### config.mk
export PLATFORM = sky130hd
export DESIGN_NAME = signed_int_to_decimal_ascii
export DESIGN_NICKNAME = d
export VERILOG_FILES = /design/src/sv/sdi_pkg.sv /design/src/sv/sdi_front.sv /design/src/sv/sdi_queue.sv /design/src/sv/sdi_back.sv /design/src/sv/signed_int_to_decimal_ascii.sv
export SDC_FILE = /design/constraint.sdc
export NUM_CORES = 1
export LEC_CHECK = 0
export BUFFER_PORTS_ARGS = -buffer_cell sky130_fd_sc_hd__buf_2
export CAP_MARGIN = 20
export CORE_ASPECT_RATIO = 1.5
export CORE_UTILIZATION = 30
export CTS_CLUSTER_SIZE = 12
export DETAILED_ROUTE_END_ITERATION = 8
export GPL_ROUTABILITY_DRIVEN = 0
export GPL_TIMING_DRIVEN = 0
export PLACE_DENSITY = 0.49
export SLEW_MARGIN = 40
export SYNTH_ARGS = -nofsm -noshare
export SYNTH_HDL_FRONTEND = slang
export SYNTH_SLANG_ARGS = --single-unit
export TNS_END_PERCENT = 20
### constraint.sdc
create_clock -name clock -period 5.6 [get_ports clock]
set_clock_uncertainty 0.1 [all_clocks]
set_input_delay 1.12 -clock clock [delete_from_list [all_inputs] [get_ports clock]]
set_output_delay 1.12 -clock clock [all_outputs]
set_load 0.03 [all_outputs]
### src/sv/sdi_pkg.sv
// Shared types and constants for the signed integer to decimal text converter.
`default_nettype none
package sdi_pkg;
   localparam int WORD_W        = 32;
   localparam int NUM_DIGITS    = 10;
   localparam int DIG_BITS      = 4 * NUM_DIGITS;
   localparam int CNT_W         = 4;
   localparam int CHAR_W        = 8;
   localparam int LIMIT_W       = 7;
   localparam int BITS_PER_STEP = 4;
   localparam int CONV_STEPS    = WORD_W / BITS_PER_STEP;
   localparam int QUEUE_DEPTH   = 2;

   localparam logic [LIMIT_W-1:0] LIMIT_RESET = 7'd12;
   localparam logic [CHAR_W-1:0]  CH_ZERO     = 8'h30;
   localparam logic [CHAR_W-1:0]  CH_MINUS    = 8'h2D;
   localparam logic [CHAR_W-1:0]  CH_NUL      = 8'h00;

   typedef struct packed {
      logic                neg;
      logic [DIG_BITS-1:0] digits;
      logic [CNT_W-1:0]    ndig;
      logic [CNT_W-1:0]    wid;
   } sdi_entry_type;
endpackage
`default_nettype wire

### src/sv/sdi_front.sv
// Front end: takes a value, converts its magnitude to BCD and queues the digits.
`default_nettype none
module sdi_front (
   input  wire                          clock,
   input  wire                          reset,
   input  wire [sdi_pkg::WORD_W-1:0]    req_value,
   input  wire                          req_push,
   output logic                         req_full,
   output sdi_pkg::sdi_entry_type       q_data,
   output logic                         q_push,
   input  wire                          q_full
);
   import sdi_pkg::*;

   localparam int STEP_W = $clog2(CONV_STEPS);

   typedef enum logic [1:0] {IDLE, CONV, HOLD} state_type;

   state_type           state_ff, state_in;
   logic [WORD_W-1:0]   mag_ff, mag_in;
   logic [DIG_BITS-1:0] bcd_ff, bcd_in;
   logic                neg_ff, neg_in;
   logic [STEP_W-1:0]   step_ff, step_in;
   logic [CNT_W-1:0]    ndig;

   assign req_full = (state_ff != IDLE);
   assign q_push   = (state_ff == HOLD) && !q_full;

   always_comb begin
      ndig = 4'd1;
      for (int d = 1; d < NUM_DIGITS; d++) begin
         if (bcd_ff[4*d +: 4] != 4'd0) begin
            ndig = CNT_W'(d + 1);
         end
      end
   end

   assign q_data.neg    = neg_ff;
   assign q_data.digits = bcd_ff;
   assign q_data.ndig   = ndig;
   assign q_data.wid    = ndig + {3'b000, neg_ff};

   always_comb begin
      logic [WORD_W-1:0]   mag_v;
      logic [DIG_BITS-1:0] bcd_v;
      mag_v    = mag_ff;
      bcd_v    = bcd_ff;
      state_in = state_ff;
      neg_in   = neg_ff;
      step_in  = step_ff;
      unique case (state_ff)
         IDLE: begin
            if (req_push) begin
               neg_in   = req_value[WORD_W-1];
               mag_v    = req_value[WORD_W-1] ? (WORD_W'(0) - req_value) : req_value;
               bcd_v    = '0;
               step_in  = '0;
               state_in = CONV;
            end
         end
         CONV: begin
            for (int s = 0; s < BITS_PER_STEP; s++) begin
               for (int d = 0; d < NUM_DIGITS; d++) begin
                  if (bcd_v[4*d +: 4] >= 4'd5) begin
                     bcd_v[4*d +: 4] = bcd_v[4*d +: 4] + 4'd3;
                  end
               end
               bcd_v = {bcd_v[DIG_BITS-2:0], mag_v[WORD_W-1]};
               mag_v = {mag_v[WORD_W-2:0], 1'b0};
            end
            step_in = step_ff + 1'b1;
            if (step_ff == STEP_W'(CONV_STEPS - 1)) begin
               state_in = HOLD;
            end
         end
         HOLD: begin
            if (!q_full) begin
               state_in = IDLE;
            end
         end
         default: state_in = IDLE;
      endcase
      mag_in = mag_v;
      bcd_in = bcd_v;
   end

   always_ff @(posedge clock) begin
      if (reset) begin
         state_ff <= IDLE;
      end else begin
         state_ff <= state_in;
      end
      mag_ff  <= mag_in;
      bcd_ff  <= bcd_in;
      neg_ff  <= neg_in;
      step_ff <= step_in;
   end
endmodule
`default_nettype wire

### src/sv/sdi_queue.sv
// Short queue of converted digit sets between front and back ends.
`default_nettype none
module sdi_queue #(
   parameter int DEPTH = sdi_pkg::QUEUE_DEPTH
) (
   input  wire                     clock,
   input  wire                     reset,
   input  sdi_pkg::sdi_entry_type  wr_data,
   input  wire                     push,
   output logic                    full,
   output sdi_pkg::sdi_entry_type  rd_data,
   input  wire                     pop,
   output logic                    empty
);
   import sdi_pkg::*;

   localparam int PTR_W = (DEPTH > 1) ? $clog2(DEPTH) : 1;
   localparam int CNT_Q = $clog2(DEPTH + 1);

   sdi_entry_type    mem_ff [DEPTH];
   logic [PTR_W-1:0] wr_ptr_ff, rd_ptr_ff;
   logic [CNT_Q-1:0] count_ff;
   logic             do_push, do_pop;

   assign full    = (count_ff == CNT_Q'(DEPTH));
   assign empty   = (count_ff == '0);
   assign do_push = push && !full;
   assign do_pop  = pop && !empty;
   assign rd_data = mem_ff[rd_ptr_ff];

   always_ff @(posedge clock) begin
      if (reset) begin
         wr_ptr_ff <= '0;
         rd_ptr_ff <= '0;
         count_ff  <= '0;
      end else begin
         if (do_push) begin
            wr_ptr_ff <= (wr_ptr_ff == PTR_W'(DEPTH - 1)) ? '0 : wr_ptr_ff + 1'b1;
         end
         if (do_pop) begin
            rd_ptr_ff <= (rd_ptr_ff == PTR_W'(DEPTH - 1)) ? '0 : rd_ptr_ff + 1'b1;
         end
         if (do_push && !do_pop) begin
            count_ff <= count_ff + 1'b1;
         end else if (do_pop && !do_push) begin
            count_ff <= count_ff - 1'b1;
         end
      end
      if (do_push) begin
         mem_ff[wr_ptr_ff] <= wr_data;
      end
   end
endmodule
`default_nettype wire

### src/sv/sdi_back.sv
// Back end: emits the characters of one queued number that fit the limit, then its terminator word.
`default_nettype none
module sdi_back (
   input  wire                          clock,
   input  wire                          reset,
   input  wire [sdi_pkg::LIMIT_W-1:0]   limit,
   input  sdi_pkg::sdi_entry_type       q_data,
   input  wire                          q_empty,
   output logic                         q_pop,
   output logic [sdi_pkg::CHAR_W-1:0]   rsp_character,
   output logic                         rsp_last,
   output logic [sdi_pkg::CNT_W-1:0]    rsp_width,
   output logic                         rsp_empty,
   input  wire                          rsp_pop
);
   import sdi_pkg::*;

   typedef enum logic {IDLE, RUN} state_type;

   state_type        state_ff;
   sdi_entry_type    ent_ff;
   logic [CNT_W-1:0] pos_ff;
   logic             valid_ff;
   logic [CHAR_W-1:0] char_ff;
   logic             last_ff;
   logic [CNT_W-1:0] width_ff;

   logic [LIMIT_W-1:0] allowed;
   logic [CNT_W-1:0]   emit;
   logic [CNT_W-1:0]   di;
   logic [3:0]         digit;
   logic [CHAR_W-1:0]  text_char;
   logic               slot_free;

   assign q_pop     = (state_ff == IDLE) && !q_empty;
   assign slot_free = !valid_ff || rsp_pop;

   assign allowed = (limit == '0) ? '0 : limit - 1'b1;
   assign emit    = (allowed >= {3'b000, ent_ff.wid}) ? ent_ff.wid : allowed[CNT_W-1:0];
   assign di      = ent_ff.ndig - 4'd1 + {3'b000, ent_ff.neg} - pos_ff;

   always_comb begin
      digit = 4'd0;
      if (di < CNT_W'(NUM_DIGITS)) begin
         digit = ent_ff.digits[{di, 2'b00} +: 4];
      end
      text_char = (ent_ff.neg && pos_ff == '0) ? CH_MINUS : (CH_ZERO + {4'b0000, digit});
   end

   always_ff @(posedge clock) begin
      if (reset) begin
         state_ff <= IDLE;
         valid_ff <= 1'b0;
      end else begin
         if (rsp_pop && state_ff != RUN) begin
            valid_ff <= 1'b0;
         end
         unique case (state_ff)
            IDLE: begin
               if (!q_empty) begin
                  ent_ff   <= q_data;
                  pos_ff   <= '0;
                  state_ff <= RUN;
               end
            end
            RUN: begin
               if (slot_free) begin
                  valid_ff <= 1'b1;
                  if (pos_ff < emit) begin
                     char_ff  <= text_char;
                     last_ff  <= 1'b0;
                     width_ff <= '0;
                     pos_ff   <= pos_ff + 1'b1;
                  end else begin
                     char_ff  <= CH_NUL;
                     last_ff  <= 1'b1;
                     width_ff <= ent_ff.wid;
                     state_ff <= IDLE;
                  end
               end
            end
            default: state_ff <= IDLE;
         endcase
      end
   end

   assign rsp_character = char_ff;
   assign rsp_last      = last_ff;
   assign rsp_width     = width_ff;
   assign rsp_empty     = !valid_ff;
endmodule
`default_nettype wire

### src/sv/signed_int_to_decimal_ascii.sv
// Top level: signed 32-bit integer to decimal ASCII text, one character per word.
//
//   channel  direction  handshake           payload
//   req      in         req_push/req_full   req_value[31:0] signed
//   rsp      out        rsp_pop/rsp_empty   rsp_character[7:0], rsp_last, rsp_width[3:0]
//   csr      in         csr_valid/csr_ready csr_buffer_limit[6:0]
//
// Front end accepts a number, converts its magnitude to BCD at 4 bits a cycle and
// hands the digits to the queue; it takes no new number until they are queued.
// Back end loads a number from the queue, then sends one word a cycle while the
// output slot is free (empty or being popped), up to 12 words per number.
// Reset sets buffer_limit to 12 and empties queue and output; the output register
// lets the front run on while rsp stalls, until the queue fills.
`default_nettype none
module signed_int_to_decimal_ascii #(
   parameter int QUEUE_DEPTH = sdi_pkg::QUEUE_DEPTH
) (
   input  wire                          clock,
   input  wire                          reset,
   input  wire [sdi_pkg::WORD_W-1:0]    req_value,
   input  wire                          req_push,
   output logic                         req_full,
   output logic [sdi_pkg::CHAR_W-1:0]   rsp_character,
   output logic                         rsp_last,
   output logic [sdi_pkg::CNT_W-1:0]    rsp_width,
   output logic                         rsp_empty,
   input  wire                          rsp_pop,
   input  wire                          csr_valid,
   output logic                         csr_ready,
   input  wire [sdi_pkg::LIMIT_W-1:0]   csr_buffer_limit
);
   import sdi_pkg::*;

   logic [LIMIT_W-1:0] limit_ff;
   sdi_entry_type      wr_entry, rd_entry;
   logic               q_push, q_full, q_pop, q_empty;

   assign csr_ready = 1'b1;

   always_ff @(posedge clock) begin
      if (reset) begin
         limit_ff <= LIMIT_RESET;
      end else if (csr_valid && csr_ready) begin
         limit_ff <= csr_buffer_limit;
      end
   end

   sdi_front u_front (
      .clock     (clock),
      .reset     (reset),
      .req_value (req_value),
      .req_push  (req_push),
      .req_full  (req_full),
      .q_data    (wr_entry),
      .q_push    (q_push),
      .q_full    (q_full)
   );

   sdi_queue #(.DEPTH(QUEUE_DEPTH)) u_queue (
      .clock   (clock),
      .reset   (reset),
      .wr_data (wr_entry),
      .push    (q_push),
      .full    (q_full),
      .rd_data (rd_entry),
      .pop     (q_pop),
      .empty   (q_empty)
   );

   sdi_back u_back (
      .clock         (clock),
      .reset         (reset),
      .limit         (limit_ff),
      .q_data        (rd_entry),
      .q_empty       (q_empty),
      .q_pop         (q_pop),
      .rsp_character (rsp_character),
      .rsp_last      (rsp_last),
      .rsp_width     (rsp_width),
      .rsp_empty     (rsp_empty),
      .rsp_pop       (rsp_pop)
   );

`ifndef SYNTHESIS
   a_term_word: assert property (@(posedge clock) disable iff (reset)
      (!rsp_empty && rsp_last) |-> (rsp_character == CH_NUL && rsp_width != '0))
      else $error("terminator word malformed");

   a_char_word: assert property (@(posedge clock) disable iff (reset)
      (!rsp_empty && !rsp_last) |-> (rsp_width == '0))
      else $error("width set on character word");

   a_char_range: assert property (@(posedge clock) disable iff (reset)
      (!rsp_empty && !rsp_last) |->
         (rsp_character == CH_MINUS ||
          (rsp_character >= CH_ZERO && rsp_character <= CH_ZERO + 8'd9)))
      else $error("character word not a digit or minus");
`endif
endmodule
`default_nettype wire

==> flow_metrics.tcl, run 1 <==
set metrics [dict create \
    synth_area_per_cell_sq_um 11.1 \
    path_cells "or3_4, nor4b_4, nor2_1, inv_1, ha_1, nand2b_1, a21o_1, a21o_1, a211oi_4, mux2i_1, ha_1, a21o_1, a21oi_1, nand2_4, a21oi_1" \
    grt.overflow.total 0 \
    htreeDepth 1 \
    antenna_found_initial 0 \
    grt_usage_pct 13.8 \
    layout-drive-gt1-share_pct 17.8 \
    synthAdderAreaFrac_pct 5.38 \
    finalHoldViolCount 0 \
    setup_viol 0 \
    drv_cap 0 \
    min_to "u_queue.mem_ff[1][45]" \
    diodes 0 \
    critical_path.startpoint "limit_ff[2]" \
    cts-buffers-inserted 27 \
    die-width_um 184 \
    ios 60 \
    min_period_ps 4610 \
    rows 99 \
    nets 1539 \
    clockRootBuffer "clkbuf_16" \
    viasPerCell 5.03 \
    design_area_sq_mm 0.0170 \
    drc_errors 0 \
    cp.required_ps 5700 \
    crit_path_start_kind "flop" \
    yosys.area_share.simple_pct 11.7 \
    path_class "reg -> reg" \
    place_hpwl_um 26200 \
    min_path_type "reg -> reg" \
    regToRegEndpoint "u_back.pos_ff[1]" \
    cts_tree "built" \
    hp-start "u_front.bcd_ff[37]" \
    synth_xor_xnor_area_share_pct 4.28 \
    crit_family "compound AO/OA/AOI/OAI gates" \
    reg2reg_slack_ps 990 \
    cts_repair_resize_count 0 \
    synth_compound_area_share_pct 16.7 \
    synth_top_family_by_area "compound AO/OA/AOI/OAI gates" \
    core_sq_mm 0.0489 \
    cts_num_sinks 253 \
    r2r_start "limit_ff[2]" \
    clk_latency_ps 550 \
    slew_viol_final 0 \
    clkTransAtPathRegs_ps 60 \
    synthesis.area_sq_mm 0.0149 \
    dpl_cell_area_sq_mm 0.0162 \
    num_vias 10586 \
    post_cts_buffers 0 \
    max_slew_margin_pct 48.5 \
    arrival_ps 4720 \
    grt_pass1_wl_um 55200 \
    synth_edf_count 238 \
    syn_inst 1340 \
    grt_max_degree 36 \
    ys_types 92 \
    grt_pass1_vias 10546 \
    crit_buf_inv 1 \
    worst_slew_pin_slew_ps 772 \
    synthFlopType "edfxtp_1" \
    reg2reg_depth 15 \
    initial_utilization_pct 30.5 \
    fmax_ghz 0.217 \
    rsz0062_at_grt "no" \
    ys_seq_area_share_pct 49.9 \
    drt_first_pass_iters 5 \
    hold_buffers 0 \
    numPortBuffers 54 \
    die_h_um 275 \
    drtIter0Drc 608 \
    ys_async_sr_fraction_pct 0 \
    status "complete, no violations" \
    tns_ps 0 \
    fin_util_pct 34.8 \
    hold_path_depth 0 \
    crit_path_max_incr_delay_ps 450 \
    ys_seq_elements 253 \
    syn_to_final_growth_pct 13.8 \
    wl_per_cell_um 16.6 \
    endpoint_kind "flop" \
    dieArea_sq_mm 0.0507 \
    crit_fanout 9 \
    yosysWarnings 0 \
    drtAntennaViolNets 0 \
    synthMuxAreaShare_pct 8.93 \
    finalCritPeriodShare_pct 82.4 \
    wl_um 34800 \
    clock_path_buffers 3 \
    path_common_cell "a21o_1" \
    crit_slowest_cell "a21oi_1" \
]
worst register-to-register path: stages, from the launching register on:
cell      delay [ps]
dfxtp_1          360
or3_4            420
nor4b_4          390
nor2_1           130
inv_1             80
ha_1             210
nand2b_1         150
a21o_1           180
a21o_1           200
a211oi_4         360
mux2i_1          240
ha_1             280
a21o_1           180
a21oi_1          450
nand2_4          150
a21oi_1          370
sequential cells by signal, summed over array words and instances, names as in the netlist:
register	cells
u_queue.mem_ff	98
u_back.ent_ff	49
u_front.bcd_ff	40
u_front.mag_ff	32
limit_ff	7
u_back.rsp_character	6
u_back.pos_ff	4
u_back.rsp_width	4
u_front.step_ff	3
u_front.state_ff	2
u_queue.count_ff	2
u_back.rsp_last	1
u_back.state_ff	1
u_back.valid_ff	1
u_front.neg_ff	1
u_queue.rd_ptr_ff	1
u_queue.wr_ptr_ff	1
synthesized netlist by cell type (all sizes together) (5+ instances only):
library cell | n | area (sq um)
xor2 | 38 | 333
buf | 12 | 66.3
ha | 61 | 763
a31oi | 25 | 169
nor2b | 15 | 96.3
o21bai | 6 | 45.0
a21o | 13 | 97.6
o21a | 7 | 52.6
and3 | 9 | 61.3
a221oi | 8 | 70.1
dfxtp | 15 | 300
and2 | 12 | 77.6
nor3b | 19 | 143
mux4 | 8 | 180
a31o | 9 | 78.8
mux2 | 71 | 803
nand2b | 21 | 131
o211ai | 13 | 97.6
or4 | 6 | 48.8
inv | 74 | 278
a211o | 11 | 96.3
clkbuf | 31 | 116
nand2 | 86 | 330
or3 | 8 | 55.1
edfxtp | 238 | 7150
o31ai | 12 | 95.1
xnor2 | 29 | 307
nand3 | 18 | 90.1
a21oi | 111 | 593
a21boi | 5 | 37.5
nor2 | 95 | 359
or2 | 9 | 56.3
o32ai | 5 | 43.8
a211oi | 23 | 195
nand3b | 5 | 37.5
mux2i | 35 | 350
o21ai | 98 | 494
nor3 | 26 | 135
final cells by class:
| class | count | area (sq um) |
|---|---|---|
| fill | 4820 | 31900 |
| inverter | 74 | 278 |
| buffer | 43 | 189 |
| clock buffer | 32 | 694 |
| tap | 656 | 821 |
| clock inverter | 12 | 108 |
| sequential | 253 | 7450 |
| timing repair buffer | 62 | 398 |
| multi-input combinational | 971 | 7070 |
routing by layer:
metal | up-vias | GRT usage [%] | routed length (um)
met4 | 0 | 3.73 | 631
li1 | 5228 | - | -
met3 | 37 | 1.53 | 1020
met1 | 5146 | 15.1 | 14000
met2 | 175 | 27.6 | 19200
met5 | - | 0 | 0
through the flow:
stage	hold WS (ps)	setup WS, ps	cells
3_5_place_dp	389	976	2059
3_3_place_gp	389	-203	2051
4_1_cts	405	938	2103
5_1_grt	420	706	2103
6_report	405	986	2103
2_1_floorplan	343	1360	1341
logic make-up after synthesis:
kind of cell / Yosys count
AO/OA/AOI/OAI: 380
XOR/XNOR: 67
adder cells (fa/ha/maj): 63
buffers and inverters: 117
flip-flops: 253
multiplexers: 114
other: 2
AND/OR/NAND/NOR: 344
worst max path at each step:
stage / end / slack (ps) / depth (start not counted)
6_report: u_back.pos_ff[1] / 990 / 15
4_1_cts: u_back.pos_ff[1] / 940 / 15
3_5_place_dp: u_back.pos_ff[2] / 980 / 15
5_1_grt: u_back.pos_ff[1] / 710 / 15
3_3_place_gp: u_front.bcd_ff[38] / -200 / 4
2_1_floorplan: u_back.pos_ff[0] / 1360 / 4
placed cells by master (no fill, tap or decap), drive strengths merged, types with 11 or more instances in the layout:
cell type | netlist | final
xor2 | 38 | 38
mux2 | 71 | 71
nor3b | 19 | 19
o21ai | 98 | 98
nor2b | 15 | 15
a21oi | 111 | 111
a211o | 11 | 11
nand2 | 86 | 86
nor2 | 95 | 95
a21o | 13 | 13
and2 | 12 | 12
a31oi | 25 | 25
o211ai | 13 | 13
clkbuf | 31 | 63
buf | 12 | 74
xnor2 | 29 | 29
mux2i | 35 | 35
o31ai | 12 | 12
edfxtp | 238 | 238
nand3 | 18 | 18
nor3 | 26 | 26
dfxtp | 15 | 15
ha | 61 | 61
nand2b | 21 | 21
a211oi | 23 | 23
inv | 74 | 75
Power of run 1 is not shown: default switching activity piles up to over one toggle a cycle in this logic, so the estimate is an artifact.
==> run 2, diff against run 1 <==
--- a/config.mk
+++ b/config.mk
@@ -13,7 +13,7 @@
 export DETAILED_ROUTE_END_ITERATION = 8
 export GPL_ROUTABILITY_DRIVEN = 0
 export GPL_TIMING_DRIVEN = 0
-export PLACE_DENSITY = 0.49
+export PLACE_DENSITY = 0.5
 export SLEW_MARGIN = 40
 export SYNTH_ARGS = -nofsm -noshare
 export SYNTH_HDL_FRONTEND = slang
==> constraint.sdc (replaced) <==
create_clock -name clock -period 3.79 [get_ports clock]
set_clock_uncertainty 0.1 [all_clocks]
set_input_delay 0.758 -clock clock [delete_from_list [all_inputs] [get_ports clock]]
set_output_delay 0.758 -clock clock [all_outputs]
set_load 0.03 [all_outputs]
==> run 2 against run 1 <==
Net effect:
- via count is 2.5% higher
- design area up 5.6%
- first-iteration DRC count up 5.8%
- critical path depth down 1
- non-clock buffer count up 47
- global-route usage is 0.35 points higher
- hold slack got worse by 74 ps
- wire length is 4.9% higher
- final cell count rose by 2.5%
- worst setup slack got worse by 950 ps
- die area stayed put
- largest cell class is now multi-input gates
- sequential share of layout area decreased by 2.3 points
==> flow_metrics.tcl, run 2 (synthesis gave the netlist of run 1 again) <==
set metrics [dict create \
    status "complete, no violations" \
    arrival_ps 3880 \
    min_period_ps 3750 \
    drtIter0Drc 643 \
    drv_cap 0 \
    top_register "u_queue.mem_ff" \
    ios 60 \
    top_regs "u_queue.mem_ff (98), u_back.ent_ff (49), u_front.bcd_ff (40)" \
    place_ws_ps -365 \
    wl_per_cell_um 16.9 \
    cts_tree "built" \
    hold_buffers 0 \
    numPortBuffers 54 \
    rsz0062_at_grt "yes" \
    clockRootBuffer "clkbuf_16" \
    layout_commonest_cell "edfxtp_1" \
    nets 1587 \
    grt_pass1_wl_um 56800 \
    layout_setup_ws_ps 37.3 \
    dieArea_sq_mm 0.0507 \
    endpoint_kind "flop" \
    drt_first_pass_iters 6 \
    path_common_cell "a21o_1" \
    finalCritPeriodShare_pct 99.0 \
    crit_cells 14 \
    fin_cells 2155 \
    core_sq_mm 0.0489 \
    tns_ps 0 \
    topRoutingLayerUsed "met4" \
    largest_reg_flops 98 \
    die-width_um 184 \
    path_class "reg -> reg" \
    crit_family "compound AO/OA/AOI/OAI gates" \
    final_cell_mix "edfxtp_1 (238), nor2_1 (90), a21oi_1 (88), nand2_1 (84), mux2_2 (69)" \
    crit_slowest_cell "or3_4" \
    place_hpwl_um 26600 \
    layout-drive-gt1-share_pct 26.0 \
    clk_latency_ps 540 \
    clock_path_buffers 3 \
    finalHoldViolCount 0 \
    grt_usage_pct 14.2 \
    hold_path_depth 2 \
    cts-buffers-inserted 28 \
    crit_path_start_kind "flop" \
    viasPerCell 5.04 \
    fin_util_pct 36.7 \
    cts_num_sinks 253 \
    initial_utilization_pct 30.5 \
    cp.required_ps 3920 \
    met1Wirelength_um 14300 \
    fmax_ghz 0.266 \
    wl_um 36500 \
    crit_fanout 4 \
    wl_met2_um 20400 \
    clkTransAtPathRegs_ps 60 \
    syn_to_final_growth_pct 20.3 \
    grt.overflow.total 0 \
    grt_pass1_vias 10681 \
    crit_buf_inv 1 \
    drtAntennaViolNets 0 \
    setup_viol 0 \
    reg2reg_depth 14 \
    path_cells "or3_4, nor4b_4, buf_4, nor2_2, ha_1, a21o_1, a21o_1, a211oi_4, mux2i_1, ha_1, a21o_1, a21oi_4, nand2_4, a21oi_4" \
    slew_viol_final 0 \
    placed_cells 2060 \
    wl_met3_um 1010 \
    worst_slew_pin_slew_ps 769 \
    antenna_found_initial 0 \
    max_slew_margin_pct 48.5 \
    htreeDepth 1 \
    die_h_um 275 \
    rows 99 \
    num_vias 10854 \
    drc_errors 0 \
    crit_path_max_incr_delay_ps 400 \
    grt_max_degree 39 \
    min_path_type "in -> reg" \
]
run 2: cell count changes in the layout (fill, tap and decap cells not counted), sizes merged:
cell      before  now
buf           74  121
clkbuf        63   68
bufinv         2    1
clkinv         9    8
clkinvlp       0    1
diode          0    1
run 2: final cells by class:
| cell class | instances | area [sq um] |
|---|---|---|
| antenna | 1 | 2.50 |
| timing repair buffer | 109 | 797 |
| tap | 656 | 821 |
| multi-input combinational | 971 | 7550 |
| clock inverter | 11 | 82.6 |
| fill | 4777 | 31000 |
| inverter | 74 | 278 |
| buffer | 43 | 193 |
| sequential | 253 | 7450 |
| clock buffer | 37 | 786 |
run 2: per-stage QoR:
step	hold WS (ps)	instance area, sq um
floorplan	343	15000
global placement	392	16100
detailed placement	394	16300
CTS	302	17400
global route	310	18000
finish	331	18000
run 2: layer usage:
| layer | vias to the layer above | global-route usage, % |
|---|---|---|
| met2 | 178 | 28.1 |
| met5 | - | 0 |
| met1 | 5279 | 15.5 |
| li1 | 5346 | - |
| met4 | 0 | 4.23 |
| met3 | 51 | 1.46 |
run 2: worst paths after layout:
kind / start / endpoint / slack [ps]
worst max-delay path: limit_ff[4] / u_back.pos_ff[2] / 40
worst min-delay path: csr_buffer_limit[3] / limit_ff[3] / 330
worst max register to register: limit_ff[4] / u_back.pos_ff[2] / 40
worst min register to register: u_front.bcd_ff[9] / u_queue.mem_ff[1][17] / 410
run 2: what timing repair did:
| item | 4_1_cts | 5_1_grt |
|---|---|---|
| endpoints found under the setup margin | 33 | 49 |
| pin swaps | 14 | 15 |
| endpoints found under the hold margin | 0 | 0 |
| buffers inserted | 20 | 26 |
| resized for setup | 28 | 76 |
run 2: worst register-to-register path: stages (launching register included):
cell      delay (ps)
dfxtp_2          320
or3_4            400
nor4b_4          300
buf_4            190
nor2_2            50
ha_1             260
a21o_1           170
a21o_1           170
a211oi_4         280
mux2i_1          260
ha_1             270
a21o_1           210
a21oi_4          160
nand2_4          100
a21oi_4          220
Power of run 2 is left out for the same reason.
